[config.mk]
export PLATFORM = sky130hd
export DESIGN_NAME = mwd_ram
export DESIGN_NICKNAME = d
export VERILOG_FILES = /design/src/sv/assert_macros.svh /design/src/sv/mwd_ram.sv
export SDC_FILE = /design/constraint.sdc
export NUM_CORES = 1
export LEC_CHECK = 0
export ABC_AREA = 1
export BUFFER_PORTS_ARGS = -buffer_cell sky130_fd_sc_hd__clkbuf_2
export CAP_MARGIN = 0
export CORE_MARGIN = 1.5
export CORE_UTILIZATION = 35
export DETAILED_ROUTE_END_ITERATION = 16
export GPL_TIMING_DRIVEN = 1
export PLACE_DENSITY_LB_ADDON = 0.08
export SYNTH_ARGS = -nofsm -noshare
export SYNTH_HDL_FRONTEND = slang
export SYNTH_SLANG_ARGS = --single-unit
export TNS_END_PERCENT = 100
[constraint.sdc]
create_clock -name clk -period 1.9 [get_ports clk]
set_input_delay 0.19 -clock clk [delete_from_list [all_inputs] [get_ports clk]]
set_output_delay 0.19 -clock clk [all_outputs]
set_load 0.05 [all_outputs]
[src/sv/assert_macros.svh]
// Assertion helpers shared by the RTL.
`ifndef ASSERT_MACROS_SVH
`define ASSERT_MACROS_SVH

// Same-cycle implication.
`define ASSERT_IMPL(label, clk, rst, ante, cons) \
  label: assert property (@(posedge clk) disable iff (rst) (ante) |-> (cons)) \
    else $error("same-cycle implication violated");

// Next-cycle implication.
`define ASSERT_NEXT(label, clk, rst, ante, cons) \
  label: assert property (@(posedge clk) disable iff (rst) (ante) |=> (cons)) \
    else $error("next-cycle implication violated");

`endif

[src/sv/mwd_ram.sv]
// Simple dual-port RAM, registered read.
module mwd_ram #(
  parameter int DATA_W = 8,
  parameter int ADDR_W = 4
) (
  input  logic              clk,
  input  logic              wr_en,
  input  logic [ADDR_W-1:0] wr_addr,
  input  logic [DATA_W-1:0] wr_data,
  input  logic              rd_en,
  input  logic [ADDR_W-1:0] rd_addr,
  output logic [DATA_W-1:0] rd_data
);

  logic [DATA_W-1:0] mem [2**ADDR_W];

  always_ff @(posedge clk) begin
    if (wr_en) begin
      mem[wr_addr] <= wr_data;
    end
  end

  always_ff @(posedge clk) begin
    if (rd_en) begin
      rd_data <= mem[rd_addr];
    end
  end

endmodule

* Yosys cells after proc, flatten, opt, wreduce, memory -nomap -nowiden
Memory sizes are Yosys's and may differ from the RTL's. A register that Yosys moved wholly into a read port is not among the register bits. Cells that the tools add are included.
Operators by class: add/sub/neg operators 0, multipliers 0, divide/modulo/power cells 0, magnitude comparators 0, eq/ne operators 0, shift-type cells 0, muxes and demuxes 2, bitwise gates (word level) 0, reduce and logical (&&, ||, !) cells 0
Operators with widths (count):
- $mux 1 | 2
Word-level totals: register bits after elaboration 0, bits in latches 0, bits in writable memories 128, ROM bits 0, input port bits 19, output and inout bits 8, logic and storage cells 3, memories kept 1
Memories:
- mem | depth 16, width 8, read ports 1, clocked after memory_dff 1, wr ports 1, line mwd_ram.sv:15 | logic [DATA_W-1:0] mem [2**ADDR_W];

* Depth between registers and ports, before layout
word-level depth 2, mapped depth 8, depth with buffers taken out 7

* Least setup slack after synthesis
OpenSTA, ideal clock, no wires.
path type input -> register, start point input wr_addr[2], end point memory mem[10][0], enable pin, library setup time 0.370 ns, data arrival time 0.771 ns, setup slack 0.759 ns, cell stages on the path 2, path buffers 0, cells stage by stage nand3b_1 nor2_1
RTL lines:
- start, declared | line mwd_ram.sv:8 | input logic [ADDR_W-1:0] wr_addr,
- end, declared | line mwd_ram.sv:15
Straight into the memory's write port.

* Worst setup path in the final report
start point register rd_data[6] (read register of mem), end point output rd_data[6]
RTL lines:
- start, declared | line mwd_ram.sv:12 | output logic [DATA_W-1:0] rd_data
No word-level cell between the ends.

==> impl_metrics.csv <==
group,metric,value,unit
routing,drcViolationCount,0,
sta,tns,0,ns
sta,finalMaxSlewViolations,0,
clocking,cts_hold_buf,0,
power_and_ir_drop,p_leak,0.00290,uW
clocking,htreeDepth,4,
worst_setup_path,critPathTopFamily,"flip-flops",
routing,dr.pass1.iters,4,
placement,place.detailed.hpwl,8400,um
global_route,grt_max_degree,65,
synth,yosysTopAreaCellShare,0.698,
sta,setup_viol,0,
layout,n_antenna_cell,0,
sta,slew_headroom,0.567,
worst_setup_path,cp.arrival,1.12,ns
worst_setup_path,rrSetupSlack,0.78,ns
worst_setup_path,path_buf_inv,1,
worst_setup_path,crit_chain,"clkbuf_2",
routing,vias,3727,
worst_setup_path,critical_path_class,"flop to output pin",
clocking,clock_sink_count,136,
clocking,worstSkewPairLatency,0.41,ns
layout,fill_cells,1659,
routing,wl_per_cell,16.7,um
sta,skew,0.00797,ns
sta,period_share,0.692,
routing,drt-total-wl,13800,um
routing,viasPerCell,4.52,
sta,worst-slew-pin-transition,0.649,ns
power_and_ir_drop,vdd_drop_max,0.631,mV
synth,synth_seq_cells,136,
die,ios,27,
synth,syn_nets,570,
sta,final_hold_viol_count,0,
global_route,groute.usage.overall,0.167,
clocking,cts_root_buffer,"clkbuf_16",
sta,holdWs,0.216,ns
flow_run,max_cap_viol_count,0,
status,status,"completed",
power_and_ir_drop,power_density,996,nW/um2
synth,syn_area,5850,um2
global_route,grt_pass1_wl,21200,um
worst_setup_path,start_kind,"flop",
sta,rsz0062_at_grt,"false",
global_route,antenna_found_initial,0,
worst_setup_path,max_stage_delay,0.44,ns
synth,yosys_warnings,0,
placement,place_congestion,0.773,
synth,synth_area_leader_cell,"edfxtp_1",
worst_hold_path,min_path_type,"input pin to flop",
routing,drt_iter0_markers,284,
worst_setup_path,required,1.71,ns
global_route,gr-total-overflow,0,
clocking,cts_tree,"done",
placement,port_buffers,26,
routing,ant_nets,0,
die,dieArea,17500,um2
sta,finalCriticalPeriod,1.31,ns
die,rows,47,
clocking,postCtsSetupBuffers,0,
clocking,cts_buffers,17,
worst_setup_path,slowest_stage,"edfxtp_1",
synth,seq_area_frac_synth,0.698,
clocking,cts_resized,0,
die,die_w,132,um
synth,synth.area.top_cells,"edfxtp_1 (70%), nand2_1 (11%), nand3_1 (8.3%)",
sta,fmax,761,MHz
synth,ys_types,11,
layout,layout.nets,612,
synth,syn_inst,551,
worst_setup_path,critPathMaxFanout,1,
die,start_util,0.355,
layout,area_growth_syn_to_layout,15.9,%
clocking,cts_buffer_depth,2,
global_route,grt_pass1_vias,3556,
layout,drive_gt1_frac,0.114,
synth,synth_area_per_cell,10.6,um2
clocking,path_clk_slew,0.05,ns
die,core-area,16500,um2
worst_setup_path,end_kind,"output pin",
die,die-height,132,um
-- metrics by stage --
step | util | cells | area [um2] | setup slack, ns | power, uW
2_1_floorplan | - | 551 | 5850 | 0.759 | 3750
3_3_place_gp | 0.381 | 794 | 6270 | 0.346 | 3930
3_5_place_dp | 0.381 | 794 | 6270 | 0.317 | 3930
4_1_cts | 0.411 | 824 | 6770 | 0.552 | 6820
5_1_grt | 0.411 | 824 | 6770 | 0.534 | 7010
6_report | 0.411 | 824 | 6770 | 0.586 | 6750
-- cells in the mapped netlist --
master,number
buf_1,1
buf_6,6
nand3_1,97
edfxtp_1,136
buf_2,13
nor2_1,17
inv_1,100
inv_2,2
nand3b_1,2
nand2_1,173
buf_4,4
-- routing by layer --
metal	part of all wire	track usage	wire, um
met1	0.48	0.225	6610
met2	0.46	0.263	6390
met3	0.040	0.0454	551
met4	0.017	0.0586	238
met5	0	0	0
-- cell usage in the layout, fill, tap and decap left out, drive strengths merged --
cell / instances
buf: 21
inv: 102
edfxtp: 136
clkinv: 3
nand3b: 2
clkbuf: 51
bufinv: 1
nand2: 173
nand3: 97
clkinvlp: 1
nor2: 17
-- registers in the layout (all words and copies together) (netlist names) --
signal / flops
mem: 128
rd_data: 8
-- cells by family (layout without fill, tap and decap cells) --
kind of cell | after synthesis | after routing | synth area share
and+or+nand+nor | 289 | 289 | 0.208
DFF | 136 | 136 | 0.698
buffers and inverters | 126 | 179 | 0.0939
-- report_power, final --
| group | leakage [uW] | switching, uW | internal, uW |
|---|---|---|---|
| combinational | 0.00142 | 330 | 119 |
| clock | 0.000240 | 1120 | 1770 |
| sequential | 0.00124 | 20.9 | 3380 |
-- layout make-up --
class | count | area [um2] | share of cell area
Clock inverter | 5 | 50.0 | 0.00739
Multi-Input combinational cell | 289 | 1210 | 0.179
Clock buffer | 25 | 455 | 0.0672
Timing Repair Buffer | 47 | 313 | 0.0462
Tap cell | 220 | 275 | 0.0406
Inverter | 102 | 383 | 0.0565
Sequential cell | 136 | 4080 | 0.603
-- final timing paths --
path                    from          to  cells after the start
setup reg to reg   mem[4][7]  rd_data[7]                      6
hold / removal    wr_data[5]   mem[2][5]                      1
hold reg to reg    mem[2][3]  rd_data[3]                      6
setup / recovery  rd_data[6]  rd_data[6]                      1
No activity file was read; power rests on OpenSTA's default activity.
